**src/design/smeu_pkg.sv**
```systemverilog
// Package: opcodes, status codes, element and queue types for the stack execute unit.
package smeu_pkg;
    localparam int STACK_DEPTH = 16;
    localparam int LOCAL_COUNT = 16;
    localparam int SP_W = $clog2(STACK_DEPTH);
    localparam int CNT_W = $clog2(STACK_DEPTH + 1);
    localparam int LI_W = (LOCAL_COUNT > 1) ? $clog2(LOCAL_COUNT) : 1;

    localparam logic [4:0] OP_PUSH = 5'd0;
    localparam logic [4:0] OP_POP = 5'd1;
    localparam logic [4:0] OP_LOAD = 5'd2;
    localparam logic [4:0] OP_STORE = 5'd3;
    localparam logic [4:0] OP_ADD = 5'd4;
    localparam logic [4:0] OP_SUB = 5'd5;
    localparam logic [4:0] OP_MUL = 5'd6;
    localparam logic [4:0] OP_DIV = 5'd7;
    localparam logic [4:0] OP_EQ = 5'd8;
    localparam logic [4:0] OP_NE = 5'd9;
    localparam logic [4:0] OP_LT = 5'd10;
    localparam logic [4:0] OP_LE = 5'd11;
    localparam logic [4:0] OP_GT = 5'd12;
    localparam logic [4:0] OP_GE = 5'd13;
    localparam logic [4:0] OP_BEQ = 5'd14;
    localparam logic [4:0] OP_BNE = 5'd15;
    localparam logic [4:0] OP_NEG = 5'd16;
    localparam logic [4:0] OP_NOT = 5'd17;
    localparam logic [4:0] OP_JIF = 5'd18;
    localparam logic [4:0] OP_JMP = 5'd19;
    localparam logic [4:0] OP_NOP = 5'd20;

    localparam logic [2:0] ST_OK = 3'd0;
    localparam logic [2:0] ST_DIVZ = 3'd1;
    localparam logic [2:0] ST_UNDER = 3'd2;
    localparam logic [2:0] ST_OVER = 3'd3;
    localparam logic [2:0] ST_HALT = 3'd4;

    typedef struct packed {
        logic [31:0] val;
        logic        is_bool;
    } t_elem;

    // decoded instruction carried from front to back
    typedef struct packed {
        logic [4:0]      act;
        logic [1:0]      need;
        logic            grows;
        logic [LI_W-1:0] li;
        t_elem           imm;
        logic [15:0]     tgt;
    } t_instr;

    typedef struct packed {
        logic [15:0] next_position;
        logic        jumped;
        logic [31:0] top_value;
        logic        top_is_bool;
        logic [2:0]  status;
    } t_result;
endpackage

```
**src/design/smeu_if.sv**
```systemverilog
// Interfaces: valid/ready channels for instruction and result beats.
interface smeu_in_if;
    logic        valid;
    logic        ready;
    logic [4:0]  action;
    logic [3:0]  local_index;
    logic signed [31:0] immediate_value;
    logic        immediate_is_bool;
    logic [15:0] jump_target;
    modport source(output valid, action, local_index, immediate_value, immediate_is_bool,
                   jump_target, input ready);
    modport sink(input valid, action, local_index, immediate_value, immediate_is_bool,
                 jump_target, output ready);
endinterface

interface smeu_out_if;
    logic        valid;
    logic        ready;
    logic [15:0] next_position;
    logic        jumped;
    logic signed [31:0] top_value;
    logic        top_is_bool;
    logic [2:0]  status;
    modport source(output valid, next_position, jumped, top_value, top_is_bool, status,
                   input ready);
    modport sink(input valid, next_position, jumped, top_value, top_is_bool, status,
                 output ready);
endinterface

```
**src/design/stack_machine_execute_unit_top.sv**
```systemverilog
// Top level: stack machine execute unit, front decode queue and back executor.
// The back takes a new instruction only after the result beat of the last one has been taken.
// The front queue holds two decoded beats, so input is taken while the back works.
// Reset: i_rst_n synchronous active low; clears position, stack count, halt and local valid flags.
module stack_machine_execute_unit_top
    import smeu_pkg::*;
(
    input  logic      i_clk,
    input  logic      i_rst_n,
    smeu_in_if.sink   s_in,
    smeu_out_if.source m_out
);
    logic    w_q_valid, w_q_ready;
    t_instr  w_q_instr;
    t_result w_res;

    smeu_front u_front (
        .i_clk(i_clk), .i_rst_n(i_rst_n), .s_in(s_in),
        .o_valid(w_q_valid), .o_instr(w_q_instr), .i_ready(w_q_ready)
    );

    smeu_back u_back (
        .i_clk(i_clk), .i_rst_n(i_rst_n),
        .i_valid(w_q_valid), .i_instr(w_q_instr), .o_ready(w_q_ready),
        .o_valid(m_out.valid), .o_res(w_res), .i_ready(m_out.ready)
    );

    assign m_out.next_position = w_res.next_position;
    assign m_out.jumped = w_res.jumped;
    assign m_out.top_value = w_res.top_value;
    assign m_out.top_is_bool = w_res.top_is_bool;
    assign m_out.status = w_res.status;

`ifndef SYNTH
    a_jump_ok: assert property (@(posedge i_clk) disable iff (!i_rst_n)
        m_out.valid && m_out.jumped |-> m_out.status == ST_OK)
        else $error("jump with bad status");
    a_status_rng: assert property (@(posedge i_clk) disable iff (!i_rst_n)
        m_out.valid |-> m_out.status <= ST_HALT)
        else $error("status out of range");
    a_halt_pc: assert property (@(posedge i_clk) disable iff (!i_rst_n)
        m_out.valid && m_out.ready && m_out.status == ST_DIVZ
        |=> !m_out.valid || m_out.status == ST_HALT || $stable(m_out.next_position))
        else $error("position moved after halt");
`endif
endmodule

```
**src/design/smeu_front.sv**
```systemverilog
// Front: accept instruction beats, decode operand needs, queue them for the back.
module smeu_front
    import smeu_pkg::*;
(
    input  logic   i_clk,
    input  logic   i_rst_n,
    smeu_in_if.sink s_in,
    output logic   o_valid,
    output t_instr o_instr,
    input  logic   i_ready
);
    t_instr r_q [2];
    logic   r_wp, r_rp;
    logic [1:0] r_cnt;
    t_instr w_dec;
    logic   w_push, w_pop;

    always_comb begin
        w_dec.act = s_in.action;
        w_dec.li = LI_W'(32'(s_in.local_index) % LOCAL_COUNT);
        w_dec.imm.val = s_in.immediate_value;
        w_dec.imm.is_bool = s_in.immediate_is_bool;
        w_dec.tgt = s_in.jump_target;
        w_dec.grows = (s_in.action == OP_PUSH) || (s_in.action == OP_LOAD);
        if (s_in.action inside {OP_POP, OP_STORE, OP_NEG, OP_NOT, OP_JIF}) begin
            w_dec.need = 2'd1;
        end else if (s_in.action inside {[OP_ADD:OP_BNE]}) begin
            w_dec.need = 2'd2;
        end else begin
            w_dec.need = 2'd0;
        end
    end

    assign s_in.ready = (r_cnt != 2'd2);
    assign w_push = s_in.valid && s_in.ready;
    assign o_valid = (r_cnt != 2'd0);
    assign w_pop = o_valid && i_ready;
    assign o_instr = r_q[r_rp];

    always_ff @(posedge i_clk) begin
        if (w_push) begin
            r_q[r_wp] <= w_dec;
        end
        if (!i_rst_n) begin
            r_wp <= 1'b0;
            r_rp <= 1'b0;
            r_cnt <= 2'd0;
        end else begin
            if (w_push) r_wp <= ~r_wp;
            if (w_pop) r_rp <= ~r_rp;
            r_cnt <= r_cnt + 2'(w_push) - 2'(w_pop);
        end
    end
endmodule

```
**src/design/smeu_div.sv**
```systemverilog
// Divider: signed 32-bit restoring division, one quotient bit per cycle.
module smeu_div
    import smeu_pkg::*;
(
    input  logic        i_clk,
    input  logic        i_rst_n,
    input  logic        i_start,
    input  logic [31:0] i_a,
    input  logic [31:0] i_b,
    output logic        o_done,
    output logic [31:0] o_q
);
    logic [31:0] r_q, r_rem, r_mb;
    logic [5:0]  r_cnt;
    logic        r_neg, r_busy, r_done;
    logic [32:0] w_trial;
    logic [31:0] w_rem_sh;

    assign w_rem_sh = {r_rem[30:0], r_q[31]};
    assign w_trial = {1'b0, w_rem_sh} - {1'b0, r_mb};
    assign o_done = r_done;
    assign o_q = r_neg ? (32'd0 - r_q) : r_q;

    always_ff @(posedge i_clk) begin
        if (!i_rst_n) begin
            r_busy <= 1'b0;
            r_done <= 1'b0;
            r_cnt <= '0;
        end else begin
            r_done <= 1'b0;
            if (i_start) begin
                r_busy <= 1'b1;
                r_cnt <= 6'd32;
                r_q <= i_a[31] ? (32'd0 - i_a) : i_a;
                r_mb <= i_b[31] ? (32'd0 - i_b) : i_b;
                r_rem <= '0;
                r_neg <= i_a[31] ^ i_b[31];
            end else if (r_busy) begin
                if (!w_trial[32]) begin
                    r_rem <= w_trial[31:0];
                    r_q <= {r_q[30:0], 1'b1};
                end else begin
                    r_rem <= w_rem_sh;
                    r_q <= {r_q[30:0], 1'b0};
                end
                r_cnt <= r_cnt - 6'd1;
                if (r_cnt == 6'd1) begin
                    r_busy <= 1'b0;
                    r_done <= 1'b1;
                end
            end
        end
    end
endmodule

```
**src/design/smeu_back.sv**
```systemverilog
// Back: execute queued instructions against the operand stack and local store.
module smeu_back
    import smeu_pkg::*;
(
    input  logic    i_clk,
    input  logic    i_rst_n,
    input  logic    i_valid,
    input  t_instr  i_instr,
    output logic    o_ready,
    output logic    o_valid,
    output t_result o_res,
    input  logic    i_ready
);
    typedef enum logic [1:0] {S_IDLE, S_DIV, S_OUT} t_state;

    t_state      r_state;
    t_elem       r_stack [STACK_DEPTH];
    t_elem       r_loc [LOCAL_COUNT];
    logic [LOCAL_COUNT-1:0] r_loc_vld;
    logic [CNT_W-1:0] r_cnt;
    logic [15:0] r_pc;
    logic        r_halt;
    t_result     r_res;
    t_instr      r_ins;
    logic [31:0] r_p, r_a, r_b;
    logic        r_div_go;

    t_elem       w_top, w_sec, w_loc, w_new_top, w_cur, w_rest, w_res_top, w_ex_el;
    logic [31:0] w_a, w_b, w_r, w_dq, w_ex;
    logic        w_rb, w_jmp, w_under, w_over, w_push_r, w_div_done, w_acc, w_div_start;
    logic signed [31:0] w_sa, w_sb;
    logic [CNT_W-1:0] w_cnt_n;
    logic [SP_W-1:0]  w_i1, w_i2, w_i3;
    logic [15:0] w_pc_inc, w_pc_n;

    smeu_div u_div (
        .i_clk(i_clk), .i_rst_n(i_rst_n), .i_start(r_div_go),
        .i_a(r_a), .i_b(r_b), .o_done(w_div_done), .o_q(w_dq)
    );

    assign w_i1 = SP_W'(r_cnt - CNT_W'(1));
    assign w_i2 = SP_W'(r_cnt - CNT_W'(2));
    assign w_top = r_stack[w_i1];
    assign w_sec = r_stack[w_i2];
    assign w_loc = r_loc_vld[i_instr.li] ? r_loc[i_instr.li] : '0;
    assign w_a = (i_instr.need == 2'd2) ? w_sec.val : w_top.val;
    assign w_b = w_top.val;
    assign w_sa = w_a;
    assign w_sb = w_b;
    assign w_under = r_cnt < CNT_W'(i_instr.need);
    assign w_over = i_instr.grows && (r_cnt >= CNT_W'(STACK_DEPTH));
    assign w_push_r = i_instr.act inside {[OP_ADD:OP_NOT]};
    assign w_cnt_n = r_cnt - CNT_W'(i_instr.need);
    assign w_i3 = SP_W'(w_cnt_n - CNT_W'(1));
    assign w_cur = (r_cnt != '0) ? w_top : '0;
    assign w_rest = (w_cnt_n != '0) ? r_stack[w_i3] : '0;
    assign w_pc_inc = r_pc + 16'd1;
    assign w_pc_n = w_jmp ? i_instr.tgt : w_pc_inc;
    assign o_ready = (r_state == S_IDLE) && !r_div_go;
    assign w_acc = i_valid && o_ready;
    assign w_div_start = w_acc && !r_halt && !w_under && !w_over
                         && (i_instr.act == OP_DIV) && (w_b != 32'd0);
    assign o_valid = (r_state == S_OUT);
    assign o_res = r_res;
    assign w_ex = (r_ins.act == OP_MUL) ? r_p : w_dq;
    assign w_ex_el.val = w_ex;
    assign w_ex_el.is_bool = 1'b0;

    always_comb begin
        w_rb = 1'b1;
        w_r = '0;
        w_jmp = 1'b0;
        case (i_instr.act)
            OP_ADD: begin w_r = w_a + w_b; w_rb = 1'b0; end
            OP_SUB: begin w_r = w_a - w_b; w_rb = 1'b0; end
            OP_MUL: begin w_r = r_p; w_rb = 1'b0; end
            OP_EQ: w_r = 32'(w_a == w_b);
            OP_NE: w_r = 32'(w_a != w_b);
            OP_LT: w_r = 32'(w_sa < w_sb);
            OP_LE: w_r = 32'(w_sa <= w_sb);
            OP_GT: w_r = 32'(w_sa > w_sb);
            OP_GE: w_r = 32'(w_sa >= w_sb);
            OP_BEQ: w_r = 32'((w_a != 0) == (w_b != 0));
            OP_BNE: w_r = 32'((w_a != 0) != (w_b != 0));
            OP_NEG: begin w_r = 32'd0 - w_a; w_rb = 1'b0; end
            OP_NOT: w_r = 32'(w_a == 0);
            OP_JIF: w_jmp = (w_a == 0);
            OP_JMP: w_jmp = 1'b1;
            default: w_rb = 1'b0;
        endcase
        w_new_top.val = w_r;
        w_new_top.is_bool = w_rb;
    end

    always_comb begin
        if (i_instr.act == OP_PUSH) begin
            w_res_top = i_instr.imm;
        end else if (i_instr.act == OP_LOAD) begin
            w_res_top = w_loc;
        end else if (w_push_r) begin
            w_res_top = w_new_top;
        end else begin
            w_res_top = w_rest;
        end
    end

    // product registered ahead of use; mul waits in S_DIV for it
    always_ff @(posedge i_clk) begin
        r_p <= w_a * w_b;
    end

    always_ff @(posedge i_clk) begin
        if (!i_rst_n) begin
            r_state <= S_IDLE;
            r_cnt <= '0;
            r_pc <= '0;
            r_halt <= 1'b0;
            r_loc_vld <= '0;
            r_div_go <= 1'b0;
            r_ins <= '0;
        end else begin
            r_div_go <= w_div_start;
            case (r_state)
                S_IDLE: begin
                    if (w_acc) begin
                        r_ins <= i_instr;
                        r_a <= w_a;
                        r_b <= w_b;
                        if (r_halt) begin
                            r_res.status <= ST_HALT;
                            r_res.jumped <= 1'b0;
                            r_res.next_position <= r_pc;
                            r_res.top_value <= w_cur.val;
                            r_res.top_is_bool <= w_cur.is_bool;
                            r_state <= S_OUT;
                        end else if (w_under || w_over) begin
                            r_res.status <= w_under ? ST_UNDER : ST_OVER;
                            r_res.jumped <= 1'b0;
                            r_pc <= w_pc_inc;
                            r_res.next_position <= w_pc_inc;
                            r_res.top_value <= w_cur.val;
                            r_res.top_is_bool <= w_cur.is_bool;
                            r_state <= S_OUT;
                        end else if (i_instr.act == OP_DIV && w_b == 32'd0) begin
                            r_res.status <= ST_DIVZ;
                            r_res.jumped <= 1'b0;
                            r_halt <= 1'b1;
                            r_res.next_position <= r_pc;
                            r_res.top_value <= w_top.val;
                            r_res.top_is_bool <= w_top.is_bool;
                            r_state <= S_OUT;
                        end else if (i_instr.act == OP_DIV || i_instr.act == OP_MUL) begin
                            r_state <= S_DIV;
                        end else begin
                            r_res.status <= ST_OK;
                            r_res.jumped <= w_jmp;
                            r_pc <= w_pc_n;
                            r_res.next_position <= w_pc_n;
                            r_res.top_value <= w_res_top.val;
                            r_res.top_is_bool <= w_res_top.is_bool;
                            r_state <= S_OUT;
                            if (i_instr.act == OP_PUSH) begin
                                r_stack[SP_W'(r_cnt)] <= i_instr.imm;
                                r_cnt <= r_cnt + CNT_W'(1);
                            end else if (i_instr.act == OP_LOAD) begin
                                r_stack[SP_W'(r_cnt)] <= w_loc;
                                r_cnt <= r_cnt + CNT_W'(1);
                            end else if (w_push_r) begin
                                r_stack[SP_W'(w_cnt_n)] <= w_new_top;
                                r_cnt <= w_cnt_n + CNT_W'(1);
                            end else begin
                                if (i_instr.act == OP_STORE) begin
                                    r_loc[i_instr.li] <= w_top;
                                    r_loc_vld[i_instr.li] <= 1'b1;
                                end
                                r_cnt <= w_cnt_n;
                            end
                        end
                    end
                end
                S_DIV: begin
                    // finish mul as soon as S_DIV is entered, div when the divider reports done
                    if ((r_ins.act == OP_MUL) || w_div_done) begin
                        r_stack[w_i2] <= w_ex_el;
                        r_cnt <= r_cnt - CNT_W'(1);
                        r_res.top_value <= w_ex;
                        r_res.top_is_bool <= 1'b0;
                        r_res.status <= ST_OK;
                        r_res.jumped <= 1'b0;
                        r_pc <= w_pc_inc;
                        r_res.next_position <= w_pc_inc;
                        r_state <= S_OUT;
                    end
                end
                S_OUT: begin
                    if (i_ready) r_state <= S_IDLE;
                end
                default: r_state <= S_IDLE;
            endcase
        end
    end
endmodule

```
**src/flat_wrapper.sv**
```systemverilog
// flat-port wrapper written by rule: the top's interface ports become plain ports
module stack_machine_execute_unit_top_flat import smeu_pkg::*;
  (i_clk, i_rst_n, s_in_valid, s_in_action, s_in_local_index, s_in_immediate_value, s_in_immediate_is_bool, s_in_jump_target, s_in_ready, m_out_valid, m_out_next_position, m_out_jumped, m_out_top_value, m_out_top_is_bool, m_out_status, m_out_ready);
  smeu_in_if s_in_i ();
  smeu_out_if m_out_i ();
  input  logic i_clk;
  input  logic i_rst_n;
  input wire logic [$bits(s_in_i.valid)-1:0] s_in_valid;
  input wire logic [$bits(s_in_i.action)-1:0] s_in_action;
  input wire logic [$bits(s_in_i.local_index)-1:0] s_in_local_index;
  input wire logic [$bits(s_in_i.immediate_value)-1:0] s_in_immediate_value;
  input wire logic [$bits(s_in_i.immediate_is_bool)-1:0] s_in_immediate_is_bool;
  input wire logic [$bits(s_in_i.jump_target)-1:0] s_in_jump_target;
  output wire logic [$bits(s_in_i.ready)-1:0] s_in_ready;
  output wire logic [$bits(m_out_i.valid)-1:0] m_out_valid;
  output wire logic [$bits(m_out_i.next_position)-1:0] m_out_next_position;
  output wire logic [$bits(m_out_i.jumped)-1:0] m_out_jumped;
  output wire logic [$bits(m_out_i.top_value)-1:0] m_out_top_value;
  output wire logic [$bits(m_out_i.top_is_bool)-1:0] m_out_top_is_bool;
  output wire logic [$bits(m_out_i.status)-1:0] m_out_status;
  input wire logic [$bits(m_out_i.ready)-1:0] m_out_ready;
  assign s_in_i.valid = s_in_valid;
  assign s_in_i.action = s_in_action;
  assign s_in_i.local_index = s_in_local_index;
  assign s_in_i.immediate_value = s_in_immediate_value;
  assign s_in_i.immediate_is_bool = s_in_immediate_is_bool;
  assign s_in_i.jump_target = s_in_jump_target;
  assign s_in_ready = s_in_i.ready;
  assign m_out_valid = m_out_i.valid;
  assign m_out_next_position = m_out_i.next_position;
  assign m_out_jumped = m_out_i.jumped;
  assign m_out_top_value = m_out_i.top_value;
  assign m_out_top_is_bool = m_out_i.top_is_bool;
  assign m_out_status = m_out_i.status;
  assign m_out_i.ready = m_out_ready;
  stack_machine_execute_unit_top u_core (.i_clk(i_clk), .i_rst_n(i_rst_n), .s_in(s_in_i), .m_out(m_out_i));
endmodule
```
**config.mk**
```make
export PLATFORM = sky130hd
export DESIGN_NAME = stack_machine_execute_unit_top_flat
export DESIGN_NICKNAME = d
export VERILOG_FILES = /design/src/design/smeu_pkg.sv /design/src/design/smeu_if.sv /design/src/design/stack_machine_execute_unit_top.sv /design/src/design/smeu_front.sv /design/src/design/smeu_div.sv /design/src/design/smeu_back.sv /design/src/flat_wrapper.sv
export SDC_FILE = /design/constraint.sdc
export NUM_CORES = 2
export LEC_CHECK = 0
export ABC_CLOCK_PERIOD_IN_PS = 12000
export CAP_MARGIN = 20
export CORE_MARGIN = 3
export CORE_UTILIZATION = 59
export CTS_CLUSTER_DIAMETER = 50
export CTS_CLUSTER_SIZE = 12
export DETAILED_ROUTE_END_ITERATION = 10
export DONT_BUFFER_PORTS = 1
export PLACE_DENSITY = 0.77
export RECOVER_POWER = 50
export SLEW_MARGIN = 20
export SYNTH_ARGS = -nofsm -noshare
export SYNTH_HDL_FRONTEND = slang
export SYNTH_SLANG_ARGS = --single-unit
export TNS_END_PERCENT = 1
```
**constraint.sdc**
```tcl
create_clock -name i_clk -period 12 [get_ports i_clk]
set_clock_uncertainty 0.15 [all_clocks]
set_input_delay 1.2 -clock i_clk [delete_from_list [all_inputs] [get_ports i_clk]]
set_output_delay 1.2 -clock i_clk [all_outputs]
set_load 0.005 [all_outputs]
```
==> out/qor.tcl <==
set qor(outcome) {complete, but fails checks}
set qor(violations) {capacitance limit, slew limit}
set qor(gr-usage-all-layers) 0.401
set qor(timing.hold.worst_path_depth) 0
set qor(tritoncts.num_buffers) 162
set qor(critical_path_class) {register to register}
set qor(min_delay_worst_endpoint) {u_core.u_front.r_q[0][23]}
set qor(finalMaxSlewViolations) 1220
set qor(finalSetupTns_ns) 0
set qor(ant_nets) 0
set qor(min-delay-start) {s_in_immediate_value[6]}
set qor(route.vias.total) 64375
set qor(timing_worst_slew_pin_value_ns) 4.02
set qor(report.final.setup_viol) 0
set qor(fraction_of_synthesized_cell_area_taken_by_the_top_area_cell_type) 0.461
set qor(die_height_um) 398
set qor(die_w_um) 398
set qor(synth_nets) 7624
set qor(max-cap-violations) 41
set qor(gpl.final_weighted_congestion) 1.06
set qor(first_iter_violations) 10166
set qor(synthesis.yosys.warnings) 0
set qor(worst-r2r-cell-count) 31
set qor(ctsLongestPathBuffers) 3
set qor(endpoint_of_the_worst_register_to_register_path) {u_core.u_back.r_p[31]}
set qor(ff_latch_area_um2) 43600
set qor(core_um2) 152000
set qor(critical_path.most_common_cell) {xnor2_1}
set qor(multi_input_comb_area_um2) 43500
set qor(ys_seq_area_frac) 0.481
set qor(rows) 143
set qor(r2r_setup_slack_ns) 0.05
set qor(postSynthRegisterBits) 1482
set qor(rsz_0062_raised_after_global_routing) {false}
set qor(cts_tree) {yes}
set qor(worst_slew_margin_rel) -1.68
set qor(drcViolationCount) 0
set qor(maximum_number_of_pins_on_one_net_before_global_route_repair) 121
set qor(total_congestion_overflow_after_global_routing) 0
set qor(syn_avg_cell_area_um2) 13.1
set qor(grt_pass1_vias) 63776
set qor(share_of_post_route_cells_with_drive_strength_above_1) 0.153
set qor(worst_setup_path_start_kind) {register}
set qor(clockRootBuffer) {clkbuf_16}
set qor(drt-vias-per-instance) 7.11
set qor(synth.lib_cells_used.distinct) 99
set qor(synth_top_area_cell) {edfxtp_1}
set qor(drt_wl_total_um) 317000
set qor(number_of_buffers_inserted_by_hold_repair_at_cts) 0
set qor(clkLatencyLatePin_ns) 0.85
set qor(critical_path_arrival_ns) 12.53
set qor(ffs_w_async_s_r_synth) 0
set qor(antenna_found_initial) 24
set qor(final_hold_viol_count) 0
set qor(synth_edf_count) 1391
set qor(routedWlPerCell_um) 35.0
set qor(critPathMaxStageDelay_ns) 1.83
set qor(cts_num_sinks) 1482
set qor(synth.cell_area_um2) 90700
set qor(fin_hold_ws_ns) 0.298
set qor(clk_pin_slew_ns) 0.06
set qor(first_pass_iters) 8
set qor(ios) 117
set qor(fmax_mhz) 83.7
set qor(synth_area_leaders) {edfxtp_1 46%, mux4_2 13%, fa_1 9.1%, mux2i_1 3.3%, ha_1 3.3%}
set qor(finalCritPeriodShare) 0.996
set qor(cp_slowest_cell) {clkbuf_1}
set qor(global_route_wire_length_before_repair_um) 451000
set qor(floorplan.initialDensity) 0.596
set qor(critical_path.max_fanout) 25
set qor(yosys_most_used_dff) {edfxtp_1}
set qor(path_type_of_the_worst_min_delay_path) {input port to register}
set qor(fillers) 10764
set qor(critPathRequiredTime_ns) 12.58
set qor(nNetsFinal) 7616
set qor(timing.critical_path.to_type) {register}
set qor(number_of_port_buffers) 0
set qor(min_clock_period_post_route_ns) 11.95
set qor(die_area_um2) 158000
set qor(area_overhead_of_the_layout_relative_to_synthesis_pct) 8.88
set qor(syn-instance-count) 6913
set qor(crit-reg2reg-launch) {u_core.u_back.r_cnt[0]}
set qor(htree_num_levels) 4
set qor(dp.final_hpwl_um) 211000
==> cell families after synthesis <==
family / after synthesis / synth area share
AO/OA/AOI/OAI: 1044 / 0.0774
XOR/XNOR: 292 / 0.0287
adder cells (fa/ha/maj): 649 / 0.124
buffers and inverters: 1002 / 0.0447
flip-flops: 1482 / 0.481
multiplexers: 871 / 0.168
AND/OR/NAND/NOR: 1573 / 0.0765
==> synthesized netlist by cell type (12+ instances only) <==
cell type and count:
nand4_1 15, a221oi_1 37, mux2_1 16, edfxtp_1 1391, nand2_1 525, o31ai_1 38, o21bai_1 31, buf_6 21
nor2_1 609, o21ai_0 172, nor3_1 52, and3_1 25, o21a_1 42, buf_2 46, nand3_1 91, inv_1 560
clkbuf_1 259, o22ai_1 26, nor4_1 21, buf_4 21, mux4_2 516, o41ai_1 13, xnor2_1 194, ha_1 237
fa_1 412, clkinv_1 12, nand2b_1 33, mux2_2 30, a21oi_1 300, nor2b_1 85, a211oi_1 102, a2111oi_0 12
buf_1 62, a22oi_1 18, and2_1 25, or4_1 25, inv_2 21, o221ai_1 53, a21o_1 47, or3_1 32
xor2_1 94, o211ai_1 14, dfxtp_1 91, mux2i_1 302, a221o_1 27
==> worst max-delay path, delay by kind of cell (launching register included) <==
family	cells	cell delay, ns
buffers and inverters	10	4.31
adder cells (fa/ha/maj)	9	3.93
flip-flops	1	0.64
multiplexers	2	0.50
AND/OR/NAND/NOR	1	0.36
XOR/XNOR	9	1.87
==> worst max path at each step <==
stage                                      start               endpoint  slack [ns]  cells past startpoint
after floorplan           u_core.u_back.r_cnt[0]  u_core.u_back.r_p[31]        0.79                     43
after global routing      u_core.u_back.r_cnt[0]  u_core.u_back.r_p[31]        0.03                     33
after CTS                 u_core.u_back.r_cnt[0]  u_core.u_back.r_p[31]        0.39                     33
final                     u_core.u_back.r_cnt[0]  u_core.u_back.r_p[31]        0.05                     31
after detailed placement  u_core.u_back.r_cnt[0]  u_core.u_back.r_p[31]        0.45                     33
after global placement    u_core.u_back.r_cnt[0]  u_core.u_back.r_p[31]        0.69                     34
==> per-stage QoR <==
| stage | worst slack, ns | cell area [um2] | utilization | instances |
|---|---|---|---|---|
| after floorplan | 0.795 | 90700 | - | 6913 |
| after global placement | 0.693 | 93900 | 0.617 | 8766 |
| after detailed placement | 0.448 | 94000 | 0.617 | 8767 |
| after CTS | 0.394 | 99000 | 0.650 | 9024 |
| after global routing | 0.0330 | 98700 | 0.648 | 9038 |
| final | 0.0498 | 98800 | 0.649 | 9052 |
==> area by class of cell <==
cell class | instances | area share
antenna | 24 | 0.000608
sequential | 1482 | 0.441
clock buffer | 202 | 0.0432
timing repair buffer | 237 | 0.0176
multi-input combinational | 4429 | 0.441
clock inverter | 55 | 0.00803
inverter | 593 | 0.0225
tap | 2030 | 0.0257
==> metal layers <==
metal,global-route usage,share of wire,up-vias
li1,-,-,25571
met1,0.519,0.34,32112
met2,0.587,0.43,5484
met3,0.132,0.15,1196
met4,0.251,0.081,12
met5,0.00616,0.00091,-
==> state kept, by name, indices dropped and copies added (netlist names), 5 cells and up, named ones only <==
register,flops
u_core.u_back.o_res,53
u_core.u_back.r_a,32
u_core.u_back.r_b,32
u_core.u_back.r_cnt,5
u_core.u_back.r_ins,5
u_core.u_back.r_loc,528
u_core.u_back.r_loc_vld,16
u_core.u_back.r_p,32
u_core.u_back.r_pc,16
u_core.u_back.r_stack,528
u_core.u_back.u_div.r_cnt,6
u_core.u_back.u_div.r_mb,32
u_core.u_back.u_div.r_q,32
u_core.u_back.u_div.r_rem,31
u_core.u_front.r_q,122
==> cells in the final DEF, fill, tap and decap left out, types with 37 or more instances in the layout <==
cell type	Yosys	final
clkbuf_16	0	164
edfxtp_1	1391	1391
o21a_1	42	41
a21oi_1	300	301
fa_1	412	412
nand3_1	91	90
nor2_1	609	582
o221ai_1	53	50
nand2_1	525	526
a21o_1	47	47
a221oi_1	37	37
buf_4	21	183
dfxtp_1	91	90
nor3_1	52	51
clkbuf_1	259	79
mux2i_1	302	297
inv_1	560	569
mux4_2	516	516
o31ai_1	38	38
a211oi_1	102	100
o21ai_0	172	169
ha_1	237	233
xor2_1	94	93
nor2b_1	85	85
xnor2_1	194	192
==> timing repair <==
item / 4_1_cts / 5_1_grt
endpoints found under the hold margin: 0 / 0
endpoints found under the setup margin: 0 / 2
resized for setup: 0 / 1
buffers inserted: 0 / 1
Power is left out: the tool's default activity adds up to more than one toggle a clock period on the data nets, which glitch-free logic cannot reach.
